### src/rtl/svm_pkg.sv
// Shared types, constants and helpers for the stack machine instruction unit.
// Depends on nothing; imported by stack_vm_instruction_unit and tb_top.
package svm_pkg;

	localparam int STACK_DEPTH = 16;
	localparam int PTR_W       = (STACK_DEPTH > 2) ? $clog2(STACK_DEPTH) : 1;
	localparam int CNT_W       = PTR_W;
	localparam int WORD_W      = 16;
	localparam int OPC_W       = 4;
	localparam int STAT_W      = 2;
	localparam int DEPTH_W     = 4;

	typedef enum logic [OPC_W-1:0] {
		OP_NOP   = 4'd0,
		OP_PUSH  = 4'd1,
		OP_SECT  = 4'd2,
		OP_JUMP  = 4'd3,
		OP_JSEQ  = 4'd4,
		OP_JSNE  = 4'd5,
		OP_JSGE  = 4'd6,
		OP_SJUMP = 4'd7,
		OP_SRET  = 4'd8,
		OP_SPOP  = 4'd9,
		OP_SADD  = 4'd10
	} op_t;

	typedef enum logic [STAT_W-1:0] {
		ST_OK     = 2'd0,
		ST_STACK  = 2'd1,
		ST_UNIMPL = 2'd2
	} status_t;

	typedef enum logic {
		S_IDLE = 1'b0,
		S_EXEC = 1'b1
	} state_t;

	// Ring index base + off, both below STACK_DEPTH.
	function automatic logic [PTR_W-1:0] ring_add(input logic [PTR_W-1:0] base,
		input logic [PTR_W-1:0] off);
		logic [PTR_W:0] s;
		s = {1'b0, base} + {1'b0, off};
		if (s >= (PTR_W+1)'(STACK_DEPTH))
			s = s - (PTR_W+1)'(STACK_DEPTH);
		return s[PTR_W-1:0];
	endfunction

endpackage

### src/rtl/stack_vm_instruction_unit.sv
// Top level of the stack machine instruction unit: control, stack memory and
// execute logic. Depends on svm_pkg.

// Executes one instruction of a small 16-bit stack machine per input
// transaction (opcode and signed immediate) and returns one result
// transaction with the next program counter, a status code and the stack
// depth. In the cycle an instruction is accepted the stack memory is read at
// the top two ring slots (or at the bottom slot for a return), and in the
// execute state the registered read data is used to execute, write back to
// the memory and update the program counter, count and bottom pointer. The
// unit takes no new instruction until the previous one has executed, as the
// stack memory read is registered; a result still waiting at the output
// delays the execute cycle of the following instruction until it is taken.
// The stack is a ring deque of STACK_DEPTH words holding at most
// STACK_DEPTH-1 entries; pushes and pops act at the top while calls insert
// the return address at the bottom. The memory needs no clearing after
// reset, since only entries on the stack are ever used. Any error (status 1
// or 2) leaves all state unchanged and reports the current program counter
// and depth.
module stack_vm_instruction_unit (
	input  logic                             clk,
	input  logic                             arst_n,
	input  logic                             in_valid,
	output logic                             in_ready,
	input  logic [svm_pkg::OPC_W-1:0]        req_type,
	input  logic signed [svm_pkg::WORD_W-1:0] immediate,
	output logic                             out_valid,
	input  logic                             out_ready,
	output logic [svm_pkg::WORD_W-1:0]       next_pc,
	output logic [svm_pkg::STAT_W-1:0]       status,
	output logic [svm_pkg::DEPTH_W-1:0]      depth
);
	import svm_pkg::*;

	localparam logic [CNT_W-1:0] MAX_CNT = CNT_W'(STACK_DEPTH - 1);
	localparam logic [PTR_W-1:0] MAX_PTR = PTR_W'(STACK_DEPTH - 1);

	// Architectural state.
	logic [WORD_W-1:0] pc_q;
	logic [CNT_W-1:0]  count_q;
	logic [PTR_W-1:0]  bottom_q;
	state_t            state_q, state_d;

	// Instruction captured at acceptance, and the registered memory reads.
	op_t               op_s1;
	logic [WORD_W-1:0] imm_s1;
	logic [WORD_W-1:0] rd_top_s1;
	logic [WORD_W-1:0] rd_next_s1;

	// Output register.
	logic              out_valid_q;
	logic [WORD_W-1:0] next_pc_q;
	status_t           status_q;
	logic [DEPTH_W-1:0] depth_q;

	logic              accept;
	logic              exec_done;
	logic [CNT_W-1:0]  cnt_m1, cnt_m2;
	logic [PTR_W-1:0]  raddr_top, raddr_next;

	// Execute results.
	logic [WORD_W-1:0] pc_n;
	logic [CNT_W-1:0]  cnt_n;
	logic [PTR_W-1:0]  bot_n;
	status_t           st_n;
	logic              we;
	logic [PTR_W-1:0]  waddr;
	logic [WORD_W-1:0] wdata;

	logic [WORD_W-1:0] stack_mem [STACK_DEPTH];

	assign cnt_m1 = count_q - CNT_W'(1);
	assign cnt_m2 = cnt_m1 - CNT_W'(1);

	// Next-state logic.
	always_comb begin
		state_d = state_q;
		case (state_q)
			S_IDLE: begin
				if (in_valid)
					state_d = S_EXEC;
			end
			S_EXEC: begin
				if (!out_valid_q || out_ready)
					state_d = S_IDLE;
			end
			default: state_d = S_IDLE;
		endcase
	end

	// Control outputs of the sequencer.
	always_comb begin
		in_ready  = 1'b0;
		exec_done = 1'b0;
		case (state_q)
			S_IDLE: in_ready = 1'b1;
			S_EXEC: exec_done = !out_valid_q || out_ready;
			default: begin
				in_ready  = 1'b0;
				exec_done = 1'b0;
			end
		endcase
	end

	assign accept = in_valid && in_ready;

	// A return reads the bottom slot; everything else reads the top two.
	assign raddr_top  = (op_t'(req_type) == OP_SRET) ? bottom_q : ring_add(bottom_q, cnt_m1);
	assign raddr_next = ring_add(bottom_q, cnt_m2);

	// Stack memory: one write port, two registered read ports. Writes land at
	// the execute edge, so the next instruction's reads already see them.
	always_ff @(posedge clk) begin
		if (we)
			stack_mem[waddr] <= wdata;
		if (accept) begin
			rd_top_s1  <= stack_mem[raddr_top];
			rd_next_s1 <= stack_mem[raddr_next];
		end
	end

	always_ff @(posedge clk) begin
		if (accept) begin
			op_s1  <= op_t'(req_type);
			imm_s1 <= immediate;
		end
	end

	// Execute: decode the captured instruction against the current state.
	always_comb begin
		logic [WORD_W-1:0] pc4;
		logic              cond;
		pc4   = pc_q + WORD_W'(4);
		cond  = 1'b0;
		pc_n  = pc4;
		cnt_n = count_q;
		bot_n = bottom_q;
		st_n  = ST_OK;
		we    = 1'b0;
		waddr = ring_add(bottom_q, count_q);
		wdata = imm_s1;
		case (op_s1)
			OP_NOP: pc_n = pc4;
			OP_PUSH: begin
				if (count_q == MAX_CNT) begin
					st_n = ST_STACK;
				end else begin
					we    = 1'b1;
					cnt_n = count_q + CNT_W'(1);
				end
			end
			OP_SECT: pc_n = pc_q + WORD_W'(2);
			OP_JUMP: pc_n = imm_s1;
			OP_JSEQ, OP_JSNE, OP_JSGE: begin
				if (count_q <= CNT_W'(1)) begin
					st_n = ST_STACK;
				end else begin
					// The deeper value stays in its slot; only the top goes.
					if (op_s1 == OP_JSEQ)
						cond = (rd_next_s1 == rd_top_s1);
					else if (op_s1 == OP_JSNE)
						cond = (rd_next_s1 != rd_top_s1);
					else
						cond = ($signed(rd_next_s1) >= $signed(rd_top_s1));
					cnt_n = cnt_m1;
					pc_n  = cond ? imm_s1 : pc4;
				end
			end
			OP_SJUMP: begin
				if (count_q == '0) begin
					st_n = ST_STACK;
				end else begin
					// Pop the target and insert the return address at the bottom;
					// the depth stays the same.
					bot_n = (bottom_q == '0) ? MAX_PTR : bottom_q - PTR_W'(1);
					we    = 1'b1;
					waddr = bot_n;
					wdata = pc4;
					pc_n  = rd_top_s1;
				end
			end
			OP_SRET: begin
				if (count_q == '0) begin
					st_n = ST_STACK;
				end else begin
					pc_n  = rd_top_s1;
					bot_n = ring_add(bottom_q, PTR_W'(1));
					cnt_n = cnt_m1;
				end
			end
			OP_SPOP: begin
				if (count_q == '0)
					st_n = ST_STACK;
				else
					cnt_n = cnt_m1;
			end
			OP_SADD: begin
				if (count_q <= CNT_W'(1)) begin
					st_n = ST_STACK;
				end else begin
					we    = 1'b1;
					waddr = ring_add(bottom_q, cnt_m2);
					wdata = rd_top_s1 + rd_next_s1;
					cnt_n = cnt_m1;
				end
			end
			default: st_n = ST_UNIMPL;
		endcase
		if (st_n != ST_OK) begin
			pc_n  = pc_q;
			cnt_n = count_q;
			bot_n = bottom_q;
			we    = 1'b0;
		end
		we = we && exec_done;
	end

	always_ff @(posedge clk or negedge arst_n) begin
		if (!arst_n) begin
			state_q     <= S_IDLE;
			pc_q        <= '0;
			count_q     <= '0;
			bottom_q    <= '0;
			out_valid_q <= 1'b0;
		end else begin
			state_q <= state_d;
			if (exec_done) begin
				pc_q        <= pc_n;
				count_q     <= cnt_n;
				bottom_q    <= bot_n;
				out_valid_q <= 1'b1;
			end else if (out_ready) begin
				out_valid_q <= 1'b0;
			end
		end
	end

	always_ff @(posedge clk) begin
		if (exec_done) begin
			next_pc_q <= pc_n;
			status_q  <= st_n;
			depth_q   <= DEPTH_W'(cnt_n);
		end
	end

	assign out_valid = out_valid_q;
	assign next_pc   = next_pc_q;
	assign status    = status_q;
	assign depth     = depth_q;

`ifndef ASSERT_OFF
	a_count_bound: assert property (@(posedge clk) disable iff (!arst_n)
		count_q <= MAX_CNT)
		else $error("stack count beyond capacity");

	a_accept_exec: assert property (@(posedge clk) disable iff (!arst_n)
		accept |=> (state_q == S_EXEC))
		else $error("accepted instruction not executed next");

	a_state_hold: assert property (@(posedge clk) disable iff (!arst_n)
		!exec_done |=> ($stable(pc_q) && $stable(count_q) && $stable(bottom_q)))
		else $error("state changed outside execute");

	a_error_hold: assert property (@(posedge clk) disable iff (!arst_n)
		(exec_done && st_n != ST_OK) |=>
		($stable(pc_q) && $stable(count_q) && $stable(bottom_q)))
		else $error("failed instruction changed state");

	a_write_exec: assert property (@(posedge clk) disable iff (!arst_n)
		we |-> (exec_done && st_n == ST_OK))
		else $error("stack write outside a successful execute");
`endif

endmodule

### config.mk
export PLATFORM = sky130hd
export DESIGN_NAME = stack_vm_instruction_unit
export DESIGN_NICKNAME = d
export VERILOG_FILES = /design/src/rtl/svm_pkg.sv /design/src/rtl/stack_vm_instruction_unit.sv
export SDC_FILE = /design/constraint.sdc
export NUM_CORES = 1
export LEC_CHECK = 0
export BUFFER_PORTS_ARGS = -buffer_cell sky130_fd_sc_hd__buf_2
export CAP_MARGIN = 20
export CORE_AREA = 5 5 227 229
export CTS_CLUSTER_SIZE = 40
export DETAILED_ROUTE_END_ITERATION = 8
export DIE_AREA = 0 0 232 234
export PLACE_DENSITY_LB_ADDON = 0.1
export SETUP_SLACK_MARGIN = 0.2
export SLEW_MARGIN = 20
export SYNTH_ARGS = -nofsm -noshare
export SYNTH_HDL_FRONTEND = slang
export SYNTH_SLANG_ARGS = --single-unit
### constraint.sdc
create_clock -name clk -period 4.54 [get_ports clk]
set_input_delay 0.908 -clock clk [delete_from_list [all_inputs] [get_ports clk]]
set_output_delay 0.908 -clock clk [all_outputs]
set_load 0.03 [all_outputs]
Word-level counts from Yosys, hierarchy flattened
Memories as Yosys holds them, arrays and structs flattened. A register that Yosys moved wholly into a read port is not among the register bits. Cells that the tools add are included.

Register bits after elaboration: 68. Bits in writable memories: 256. Input bits: 24. Output and inout port bits: 24. Logic and storage cells: 114. Memories kept: 1.

Memories: stack_mem (depth 16, bits a word 16, rd ports 2, clocked after memory_dff 2, write ports 1, line stack_vm_instruction_unit.sv:70) `logic [WORD_W-1:0] stack_mem [STACK_DEPTH];`.

Add/sub/neg operators: 15. Order comparisons: 6. Eq/ne operators: 16. Mux-type cells: 47. Bitwise operators: 2. Reductions and logical operators: 17.

Operators with widths (number): $mux 16 (6); $pmux 16 s4 (1); $mux 4 (14); $pmux 16 s2 (1); $sub 4x1->4 const B (7); $eq 4x4->1 const B (5); $ge 5x5->1 const B (4); $mux 1 (19); $add 16x16->16 (1); $add 16x2->16 const B (1); $add 16x3->16 const B (1); $eq 16x16->1 (1); $eq 4x3->1 const B (4); $ge 16x16->1 (1); $ne 16x16->1 (1); $pmux 4 s2 (2); $add 4x4->5 (3); $logic_not 4->1 (3); $pmux 4 s3 (1); $reduce_or 3->1 (3); $eq 4x2->1 const B (2); $pmux 2 s4 (1); $reduce_bool 2->1 (3); $add 4x1->5 const B (1); 13 further kinds (17).

Logic depth before layout (Yosys ltp)
Gate-level depths: netlist of the first run.

Word-level depth: 9. Gate-level depth with buffers: 13. Mapped depth without buffers: 11.

Least setup slack after synthesis of the first run
No wires, ideal clock.

Kind: input to register. Start point: in in_valid. End point: reg imm_s1[0], enable pin. Setup time: 468 ps. Arrival time: 3210 ps. Data required time: 4072 ps. Setup slack: 862 ps. Cell stages on the path: 1. Path buffers: 0. Cells stage by stage: nor2b_1.

Longest elaborated chain between the ends: 1.

Ends and longest elaborated chain: start, declared (line stack_vm_instruction_unit.sv:23) `input logic in_valid,`; $logic_and 1x1->1 (line stack_vm_instruction_unit.sv:105) `assign accept = in_valid && in_ready;`; end signal, assigned (line stack_vm_instruction_unit.sv:125) `imm_s1 <= immediate;`; end, declared (line stack_vm_instruction_unit.sv:46) `logic [WORD_W-1:0] imm_s1;`.

No other way between the ends. A chain may end at the register's enable or synchronous reset.

Worst setup path after layout of the first run
Start point: reg bottom_q[0]. End point: reg rd_next_s1[10], read port of stack_mem, data pin.

Longest elaborated chain between the ends: 3. Elaborated cells on any way between the ends: 4. Those cells by class: add/sub: 2; order compare: 1; mux: 1.

Ends and longest elaborated chain: start, declared (line stack_vm_instruction_unit.sv:41) `logic [PTR_W-1:0] bottom_q;`; start signal, assigned (line stack_vm_instruction_unit.sv:230) `bottom_q <= bot_n;`; $add 4x4->5 * (line svm_pkg.sv:42) `s = {1'b0, base} + {1'b0, off};`; $sub 4x1->4 / $ge 5x5->1 (equally long branches) (line svm_pkg.sv:44, svm_pkg.sv:43); $mux 4 * (line svm_pkg.sv:43) `if (s >= (PTR_W+1)'(STACK_DEPTH))`; end, declared (line stack_vm_instruction_unit.sv:48) `logic [WORD_W-1:0] rd_next_s1;`.

Every way passes the cells marked *; elsewhere a longest branch is shown, timed or not.

==> Flow_metrics.wiki, run 1 <==
{| class="wikitable"
! Metric !! Value
|-
| Result of the run || finished, final reports clean
|-
| CTS H-Tree Depth || 2
|-
| Number of remaining DRC errors || 0
|-
| Relative area change from synthesis to final layout || 14.03%
|-
| Clk root buf || clkbuf_16
|-
| Area of combinational cells with multiple inputs || 8412 µm²
|-
| Number of synthesized register bits || 356
|-
| # diodes || 0
|-
| Setup repair after global routing missed its margin || false
|-
| Least-Margin Pin Slew || 800.2 ps
|-
| Required time of the critical path || 4800 ps
|-
| Fin Clk Skew || 32.86 ps
|-
| Critical path fanouts, max || 19
|-
| Number of buffers added by the clock tree synthesis step || 42
|-
| PostCTS Resize Cnt || 0
|-
| TNS Setup || 0 ps
|-
| Average cell area after synthesis || 13.90 µm²
|-
| Wire length of the first global-routing pass || 85.02 mm
|-
| Vias in the first global route || 12910
|-
| First-pass iteration count of the detailed router || 5
|-
| Post-synthesis instance area || 19400 µm²
|-
| Sequential cell area || 10560 µm²
|-
| Synthesized netlist cell count || 1396
|-
| Via Count || 12980
|-
| Primary FF master, synth || edfxtp_1
|-
| Data arrival at the endpoint of the critical path || 3950 ps
|-
| Via/cell ratio || 5.977
|-
| Maximum count of clock buffers along a single path || 3
|-
| Setup crit start kind || flip-flop
|-
| Global-route usage over all layers || 20.82%
|-
| Remaining global-route overflow || 0
|-
| Synthesized net count || 1472
|-
| Post-Route WL || 56.93 mm
|-
| Number of design-rule violations left by the first detailed-router iteration || 1277
|-
| Type of destination of the critical path || flip-flop
|-
| Number of inserted filler cells in the final layout || 4464
|-
| Number of antenna violations at the first check in global routing || 0
|-
| Class of the tightest hold or removal check || input pin to async pin
|-
| Total Die Area || 54290 µm²
|-
| Number of placement rows || 82
|-
| Core Region || 49450 µm²
|-
| Die Width || 232 µm
|-
| Clock transition time at the flip-flop clock pins of the worst setup and hold paths || 60 ps
|-
| Worst rel slew slack || 45.28%
|-
| Final weighted congestion of routability-driven global placement || 0.8825
|-
| Maximum frequency from static timing analysis || 270.6 MHz
|-
| Count of distinct cell types in the synthesized netlist || 83
|-
| Post-detailed-route count of antenna-violating nets || 0
|-
| HPWL after DPL || 38.59 mm
|-
| Maximum number of pins on one net before global-route repair || 65
|-
| CTS tree || built
|-
| Max-slew violation count || 0
|-
| Buffer count from post-CTS setup fixing || 0
|-
| Number of synthesized flops with an enable pin || 330
|-
| Routed length per placed instance || 26.22 µm
|-
| Final Setup Violations || 0
|-
| Share of async-settable or async-resettable flops after synthesis || 7.303%
|-
| Clock latency on the worst-skew pair || 590 ps
|-
| Count of buffers from port buffering || 47
|-
| Fraction of the cycle the final worst path needs || 81.41%
|-
| Hold bufs inserted after CTS || 0
|-
| Final Hold Violating Endpoints || 0
|-
| Floorplan die height || 234 µm
|-
| Initial core utilization || 39.23%
|-
| Post-layout nets || 1543
|-
| Fraction of final layout cells sized beyond drive strength 1 || 24.62%
|-
| Register area share after synthesis || 54.43%
|-
| Number of clock sinks || 356
|-
| Maxcap violations || 0
|-
| Worst Path Class, Setup || flip-flop to flip-flop
|-
| Count of synthesis-stage warnings from yosys || 0
|-
| Final min period || 3696 ps
|-
| I/O pin count || 48
|}
## state kept, by name, indices dropped and copies added (netlist names)
register / flops
count_q: 4
stack_mem: 256
pc_q: 16
op_s1: 4
imm_s1: 16
out_valid: 1
bottom_q: 4
status: 2
state_q: 1
rd_top_s1: 16
depth: 4
rd_next_s1: 16
next_pc: 16
## cell usage after synthesis, types with 15 or more instances
| cell | number | area share (%) |
|---|---|---|
| nor2_1 | 80 | 1.5 |
| a31oi_1 | 15 | 0.48 |
| nand2_1 | 65 | 1.3 |
| mux4_2 | 128 | 15 |
| dfrtp_1 | 26 | 3.4 |
| a211oi_1 | 40 | 1.5 |
| clkbuf_1 | 50 | 0.97 |
| o21ai_0 | 48 | 1.2 |
| inv_1 | 42 | 0.81 |
| nand3_1 | 27 | 0.70 |
| nor3_1 | 22 | 0.57 |
| a21oi_1 | 102 | 2.6 |
| mux2i_1 | 40 | 2.1 |
| buf_2 | 29 | 0.75 |
| o221ai_1 | 15 | 0.68 |
| edfxtp_1 | 330 | 51 |
| nor2b_1 | 42 | 1.4 |
| xnor2_1 | 34 | 1.5 |
| ha_1 | 48 | 3.1 |
## cells in the final DEF, fill, tap and decap left out, drive strengths merged, types with 7 or more instances in the layout
cell	n
edfxtp	330
mux4	128
buf	120
a21oi	102
nor2	81
nand2	65
o21ai	55
clkbuf	53
ha	48
inv	45
nor2b	42
a211oi	41
mux2i	40
xnor2	34
nand3	27
dfrtp	26
nor3	23
clkinv	19
o221ai	15
a31oi	15
o31ai	15
xor2	14
nand4	14
a22oi	8
o211ai	8
mux2	8
nand2b	7
a21o	7
o21a	7
a221oi	7
## path summary, 6_finish.rpt
kind	startpoint	to	slack, ps	depth (start not counted)
max	bottom_q[0]	rd_next_s1[10]	840	7
min	arst_n	bottom_q[3]	420	1
max reg2reg	bottom_q[0]	rd_next_s1[10]	840	7
min reg2reg	out_valid	out_valid	510	2
max in group asynchronous	arst_n	pc_q[12]	3610	1
min in group clk	immediate[5]	imm_s1[5]	500	1
## critical path: stages (launching register included)
cell      delay, ps
dfrtp_1         540
ha_1            350
fa_4           1040
buf_4           360
mux4_2          330
nor2b_1         140
a211oi_1        420
a21oi_1         180
## cell families after synthesis
logic type      after synthesis  synth area share (%)
flops                       356                 54.43
xor+xnor                     48                 2.167
simple gates                301                 7.881
compound gates              327                 11.65
buf+inv                     136                 2.973
mux                         176                 17.39
fa+ha+maj                    52                 3.508
## layer usage
layer	routed length, µm	up-vias	GRT usage [%]
met2	27830	472	34.80
met4	1511	0	6.130
met3	2830	101	2.966
li1	-	5706	-
met1	24750	6697	28.65
met5	0	-	0
## metrics by stage
step	hold slack, ps	worst slack (ps)	area (µm²)	utilization [%]	std cells
final	418.8	844.0	22120	44.73	2171
after detailed placement	495.8	645.2	20790	42.05	2095
after global routing	470.4	648.7	22120	44.73	2171
after floorplan	491.2	862.1	19400	-	1396
after global placement	483.5	671.3	20790	42.05	2095
after CTS	415.8	803.0	22120	44.73	2171
## cell type report
cell class | count | share of cell area, %
timing repair buffer | 120 | 3.710
clock inverter | 23 | 0.9219
inverter | 43 | 0.7296
clock buffer | 53 | 5.079
tap | 672 | 3.801
sequential | 356 | 47.73
multi-input combinational | 904 | 38.02
Power of run 1 is left out: the tool's default activity adds up to more than one toggle a clock period on the data nets, which glitch-free logic cannot reach.
==> inputs of run 2 (changes only) <==
ABC_AREA = 1   (was unset)
CORE_AREA = 5 5 229 231   (was 5 5 227 229)
DIE_AREA = 0 0 234 236   (was 0 0 232 234)
clock period = 3.6 ns   (was 4.54 ns; I/O delays follow)
==> run 2 against run 1 <==
  * Synthesized cell count is 58% higher
  * Die area increased by 1.7%
  * Wire length grew 16%
  * Critical path type unchanged
  * Sequential share of layout area down 1.5 points
==> Flow_metrics.wiki, run 2 <==
{| class="wikitable"
! Metric !! Value
|-
| Result of the run || finished, final reports clean
|-
| Final Setup Violations || 0
|-
| Number of flip-flops under the largest register name || 256
|-
| Clock transition time at the flip-flop clock pins of the worst setup and hold paths || 70 ps
|-
| Maximum count of clock buffers along a single path || 3
|-
| Clock latency on the worst-skew pair || 590 ps
|-
| Biggest area consumer among synthesized cells || edfxtp_1
|-
| Post-synthesis instance area || 19820 µm²
|-
| Share of async-settable or async-resettable flops after synthesis || 7.303%
|-
| Terminus of the critical flop-to-flop path || stack_mem[5][8]
|-
| Number of clock sinks || 356
|-
| Vias in the first global route || 16130
|-
| Required time of the critical path || 3880 ps
|-
| Maximum frequency from static timing analysis || 303.4 MHz
|-
| Floorplan die height || 236 µm
|-
| Dominant cell by count in the synthesized netlist || edfxtp_1
|-
| Data arrival at the endpoint of the critical path || 3570 ps
|-
| Register area share after synthesis || 53.29%
|-
| Total Die Area || 55220 µm²
|-
| Via/cell ratio || 5.636
|-
| Sequential cell area || 10560 µm²
|-
| Number of design-rule violations left by the first detailed-router iteration || 1350
|-
| Number of remaining DRC errors || 0
|-
| Maxcap violations || 0
|-
| Class of the tightest hold or removal check || input pin to async pin
|-
| Average cell area after synthesis || 8.999 µm²
|-
| Setup repair after global routing missed its margin || true
|-
| Crit path top cell by count || nand2_1
|-
| Relative area change from synthesis to final layout || 15.29%
|-
| Worst reg-to-reg path cell count || 15
|-
| CTS tree || built
|-
| Global-route usage over all layers || 23.44%
|-
| Core Region || 49860 µm²
|-
| Fin cells || 2958
|-
| Peak per-stage delay on the critical path || 450 ps
|-
| Post-layout nets || 2330
|-
| Synthesized net count || 2278
|-
| Routed length per placed instance || 22.35 µm
|-
| Primary FF master, synth || edfxtp_1
|-
| Post-Route WL || 66.12 mm
|-
| Critical Path, Cell by Cell || inv_1, ha_1, xor2_2, xor2_1, ha_1, nand2_1, nand2_1, a31oi_4, xor2_4, nand2_1, nand3_2, inv_2, nand2_1, nor2_2, buf_8
|-
| First-pass iteration count of the detailed router || 6
|-
| Count of synthesis-stage warnings from yosys || 0
|-
| Number of antenna violations at the first check in global routing || 0
|-
| # diodes || 0
|-
| Setup crit start kind || flip-flop
|-
| Type of destination of the critical path || flip-flop
|-
| Final weighted congestion of routability-driven global placement || 0.8872
|-
| Number of placement rows || 82
|-
| Fin Clk Skew || 18.28 ps
|-
| Synthesized netlist cell count || 2202
|-
| Remaining global-route overflow || 0
|-
| Hold bufs inserted after CTS || 0
|-
| CP endpoint || stack_mem[5][8]
|-
| Reg2reg setup slack || 300 ps
|-
| Initial core utilization || 39.74%
|-
| I/O pin count || 48
|-
| Slowest cell on crit path || dfrtp_2
|-
| Die Width || 234 µm
|-
| Number of inserted filler cells in the final layout || 4776
|-
| Timing startpoint of the critical path || count_q[1]
|-
| Fraction of post-synthesis cell area in the top cell type by area || 50.01%
|-
| Cells taking the most area after synthesis || edfxtp_1 (50%), o21ai_0 (7.8%), nand2_1 (6.1%)
|-
| Via Count || 16670
|-
| Number of synthesized flops with an enable pin || 330
|-
| Leading cell types by count after synthesis || edfxtp_1 (330), nand2_1 (320), o21ai_0 (308), inv_1 (263), nor2_1 (201)
|-
| Most frequent standard cell in the layout excluding fill and tap cells || edfxtp_1
|-
| Least-Margin Pin Slew || 929.4 ps
|-
| Fraction of the cycle the final worst path needs || 91.57%
|-
| Clk root buf || clkbuf_16
|-
| Worst rel slew slack || 38.04%
|-
| Count of buffers from port buffering || 47
|-
| Number of placed instances with taps included || 2880
|-
| Area of combinational cells with multiple inputs || 7860 µm²
|-
| Maximum number of pins on one net before global-route repair || 129
|-
| Worst flop-to-flop path startpoint || count_q[1]
|-
| Post-detailed-route count of antenna-violating nets || 0
|-
| Number of synthesized register bits || 356
|-
| Final min period || 3296 ps
|-
| Number of buffers added by the clock tree synthesis step || 42
|-
| TNS Setup || 0 ps
|-
| Count of distinct cell types in the synthesized netlist || 53
|-
| Fraction of final layout cells sized beyond drive strength 1 || 11.85%
|-
| Reg with most FFs || stack_mem
|-
| HPWL after DPL || 43.45 mm
|-
| Max-slew violation count || 0
|-
| Critical path fanouts, max || 12
|-
| Worst Path Class, Setup || flip-flop to flip-flop
|-
| Most frequent cells in the layout || edfxtp_1 (330), nand2_1 (318), o21ai_0 (308)
|-
| CTS H-Tree Depth || 2
|-
| Wire length of the first global-routing pass || 99.24 mm
|-
| Final Hold Violating Endpoints || 0
|}
==> run 2: cell count changes after synthesis, sizes merged, moves of 40 or more <==
cell,before,now
a21oi,102,198
inv,43,276
mux2i,40,0
mux4,128,0
nand2,65,326
nand3,27,116
nor2,81,206
nor2b,42,0
o21ai,55,336
o221ai,15,71
==> run 2: worst min-delay path by stage <==
stage                  endpoint  slack [ps]  cells past startpoint
finish               count_q[3]         170                      1
global placement       pc_q[13]         470                      2
CTS                 bottom_q[0]         170                      1
floorplan           bottom_q[0]         420                      0
global route         count_q[2]         220                      1
detailed placement      pc_q[0]         470                      2
==> run 2: layer usage <==
layer  share of wire (%)  vias to the layer above  GRT usage (%)  wire length (µm)
met3                 6.5                      128          3.031              4297
met5                   0                        -              0                 0
met4                 3.2                        0          8.542              2141
met1                  44                     8072          32.60             28790
met2                  47                      670          37.64             30890
li1                    -                     7802              -                 -
==> run 2: through the flow <==
| step | cell area (µm²) | setup WS (ps) | util (%) | hold WS (ps) |
|---|---|---|---|---|
| final | 22850 | 303.6 | 45.82 | 167.0 |
| after global routing | 22850 | 150.1 | 45.82 | 219.6 |
| after CTS | 22790 | 191.1 | 45.70 | 172.7 |
| after detailed placement | 21320 | 121.4 | 42.76 | 472.7 |
| after global placement | 21320 | 138.1 | 42.76 | 465.4 |
| after floorplan | 19820 | 133.5 | - | 424.4 |
==> run 2: timing repair <==
action                                 in CTS  in global routing
setup endpoints to repair                 217                259
endpoints found under the hold margin       0                  0
resized for setup                           7                 10
setup buffers                               0                  2
==> run 2: critical path, delay by kind of cell, from the launching register on <==
kind	cells	cell delay (ps)
AOI/OAI and AO/OA	1	220
buffers and inverters	3	400
adders and majority gates	2	530
and+or+nand+nor	6	820
xor gates and xnor gates	3	560
DFF	1	450
==> run 2: layout make-up <==
type                       count  area share (%)
multi-input combinational   1445           34.40
inverter                     276           4.545
clock inverter                27           1.583
timing repair buffer         133           4.847
sequential                   356           46.23
tap                          672           3.680
clock buffer                  49           4.715
==> run 2: kinds of logic (layout without fill, tap and decap cells) <==
kind of cell             Yosys count  after routing  share of synthesized area (%)
AO/OA/AOI/OAI                    691            691                          19.83
XOR/XNOR                          27             27                          1.383
adder cells (fa/ha/maj)           52             52                          3.435
buffers and inverters            401            485                          7.855
flip-flops                       356            356                          53.29
AND/OR/NAND/NOR                  675            675                          14.21
Power of run 2 is left out for the same reason.
==> inputs of run 3 (changes only) <==
CTS_BUF_LIST = sky130_fd_sc_hd__clkbuf_8 sky130_fd_sc_hd__clkbuf_16   (was unset)
==> run 3 against run 2 <==
  * Sequential cell count stayed put
  * Global-route usage hardly changed
  * Die area stayed put
  * Clock skew is 0.92 ps higher
  * Count of clock-buffer cells in the layout is 7 lower
  * Setup slack worse by 5.6 ps
  * Via count hardly changed
  * Wire length hardly changed
  * Critical path type unchanged
  * Critical endpoint is now stack_mem[6][7]
  * Largest cell class unchanged
==> Flow_metrics.wiki, run 3 (synthesis gave the netlist of run 2 again) <==
{| class="wikitable"
! Metric !! Value
|-
| Post-layout nets || 2330
|-
| Setup crit start kind || flip-flop
|-
| Reg with most FFs || stack_mem
|-
| Relative area change from synthesis to final layout || 15.29%
|-
| Via/cell ratio || 5.633
|-
| HPWL after DPL || 43.45 mm
|-
| Wire length of the first global-routing pass || 99.23 mm
|-
| First-pass iteration count of the detailed router || 6
|-
| TNS Setup || 0 ps
|-
| Max-slew violation count || 0
|-
| Least-Margin Pin Slew || 951.7 ps
|-
| Most frequent standard cell in the layout excluding fill and tap cells || edfxtp_1
|-
| Maxcap violations || 0
|-
| Class of the tightest hold or removal check || input pin to async pin
|-
| Vias in the first global route || 16130
|-
| Number of buffers added by the clock tree synthesis step || 42
|-
| CTS tree || built
|-
| Maximum frequency from static timing analysis || 302.9 MHz
|-
| Reg2reg setup slack || 300 ps
|-
| Post-detailed-route count of antenna-violating nets || 0
|-
| CTS H-Tree Depth || 2
|-
| Setup repair after global routing missed its margin || true
|-
| Number of design-rule violations left by the first detailed-router iteration || 1363
|-
| Floorplan die height || 236 µm
|-
| Clock transition time at the flip-flop clock pins of the worst setup and hold paths || 70 ps
|-
| Placed Instance Area || 21320 µm²
|-
| Final Hold Violating Endpoints || 0
|-
| Number of inserted filler cells in the final layout || 4776
|-
| Critical path fanouts, max || 12
|-
| Maximum number of pins on one net before global-route repair || 129
|-
| Number of placement rows || 82
|-
| Post-Route WL || 66.08 mm
|-
| Number of flip-flops under the largest register name || 256
|-
| Clk root buf || clkbuf_16
|-
| Most frequent cells in the layout || edfxtp_1 (330), nand2_1 (318), o21ai_0 (308)
|-
| Global-route usage over all layers || 23.44%
|-
| Fin Clk Skew || 19.20 ps
|-
| Maximum count of clock buffers along a single path || 3
|-
| Remaining global-route overflow || 0
|-
| Die Width || 234 µm
|-
| Final Cell Area || 22850 µm²
|-
| Number of clock sinks || 356
|-
| Worst Path Class, Setup || flip-flop to flip-flop
|-
| Final min period || 3302 ps
|-
| Core Region || 49860 µm²
|-
| Initial core utilization || 39.74%
|-
| Number of remaining DRC errors || 0
|-
| Result of the run || finished, final reports clean
|-
| I/O pin count || 48
|-
| Count of buffers from port buffering || 47
|-
| Required time of the critical path || 3880 ps
|-
| Type of destination of the critical path || flip-flop
|-
| Via Count || 16660
|-
| Fraction of final layout cells sized beyond drive strength 1 || 11.85%
|-
| # diodes || 0
|-
| Routed length per placed instance || 22.34 µm
|-
| Fraction of the cycle the final worst path needs || 91.72%
|-
| Final Setup Violations || 0
|-
| Data arrival at the endpoint of the critical path || 3580 ps
|-
| Clock latency on the worst-skew pair || 590 ps
|-
| Number of antenna violations at the first check in global routing || 0
|-
| Total Die Area || 55220 µm²
|-
| Worst rel slew slack || 36.55%
|-
| Final weighted congestion of routability-driven global placement || 0.8872
|}
-- run 3: cell types whose count changed in the layout (fill, tap and decap cells not counted), sizes merged --
cell	change
clkbuf	-7
inv	+7
-- run 3: layer usage --
metal	GRT usage [%]	up-vias	routed length [µm]
li1	-	7809	-
met1	32.58	8042	28530
met2	37.65	682	30930
met3	3.031	130	4511
met4	8.542	0	2118
met5	0	-	0
-- run 3: final cells by class --
cell class                 instances  area, µm²  area share, %
clock buffer                      42       1051          4.600
clock inverter                    34      387.9          1.698
inverter                         276       1039          4.545
multi-input combinational       1445       7860          34.40
sequential                       356      10560          46.23
tap                              672      840.8          3.680
timing repair buffer             133       1107          4.847
-- run 3: worst max-delay path, stage by stage (launching register included) --
cell	delay (ps)
dfrtp_2	450
inv_1	90
ha_1	210
xor2_2	240
xor2_1	190
ha_1	320
nand2_1	90
nand2_1	80
a31oi_4	220
xor2_4	130
nand2_1	90
nand3_2	160
inv_2	100
nand2_1	180
nor2_4	240
buf_12	200
-- run 3: per-stage QoR --
step | hold WS (ps) | worst slack (ps) | util, % | cells
after floorplan | 424.4 | 133.5 | - | 2202
after global placement | 465.4 | 138.1 | 42.76 | 2880
after detailed placement | 472.7 | 121.4 | 42.76 | 2880
after CTS | 172.7 | 191.3 | 45.70 | 2956
after global routing | 219.6 | 148.7 | 45.82 | 2958
final | 167.4 | 298.0 | 45.82 | 2958
-- run 3: path summary, 6_finish.rpt --
path	from	endpoint	cells after the start
min in group clk	immediate[8]	imm_s1[8]	1
setup reg to reg	count_q[1]	stack_mem[6][7]	15
max in group asynchronous	arst_n	count_q[1]	1
hold reg to reg	pc_q[13]	pc_q[13]	2
hold / removal	arst_n	count_q[3]	1
setup / recovery	count_q[1]	stack_mem[6][7]	15
-- run 3: what timing repair did --
item                                    CTS  global route
gates resized for setup                   7            10
hold buffers                              0             0
endpoints found under the setup margin  217           259
gates cloned                              0             0
pin swaps                                 0             0
hold endpoints to repair                  0             0
buffers inserted                          0             2
Power of run 3 is left out for the same reason.
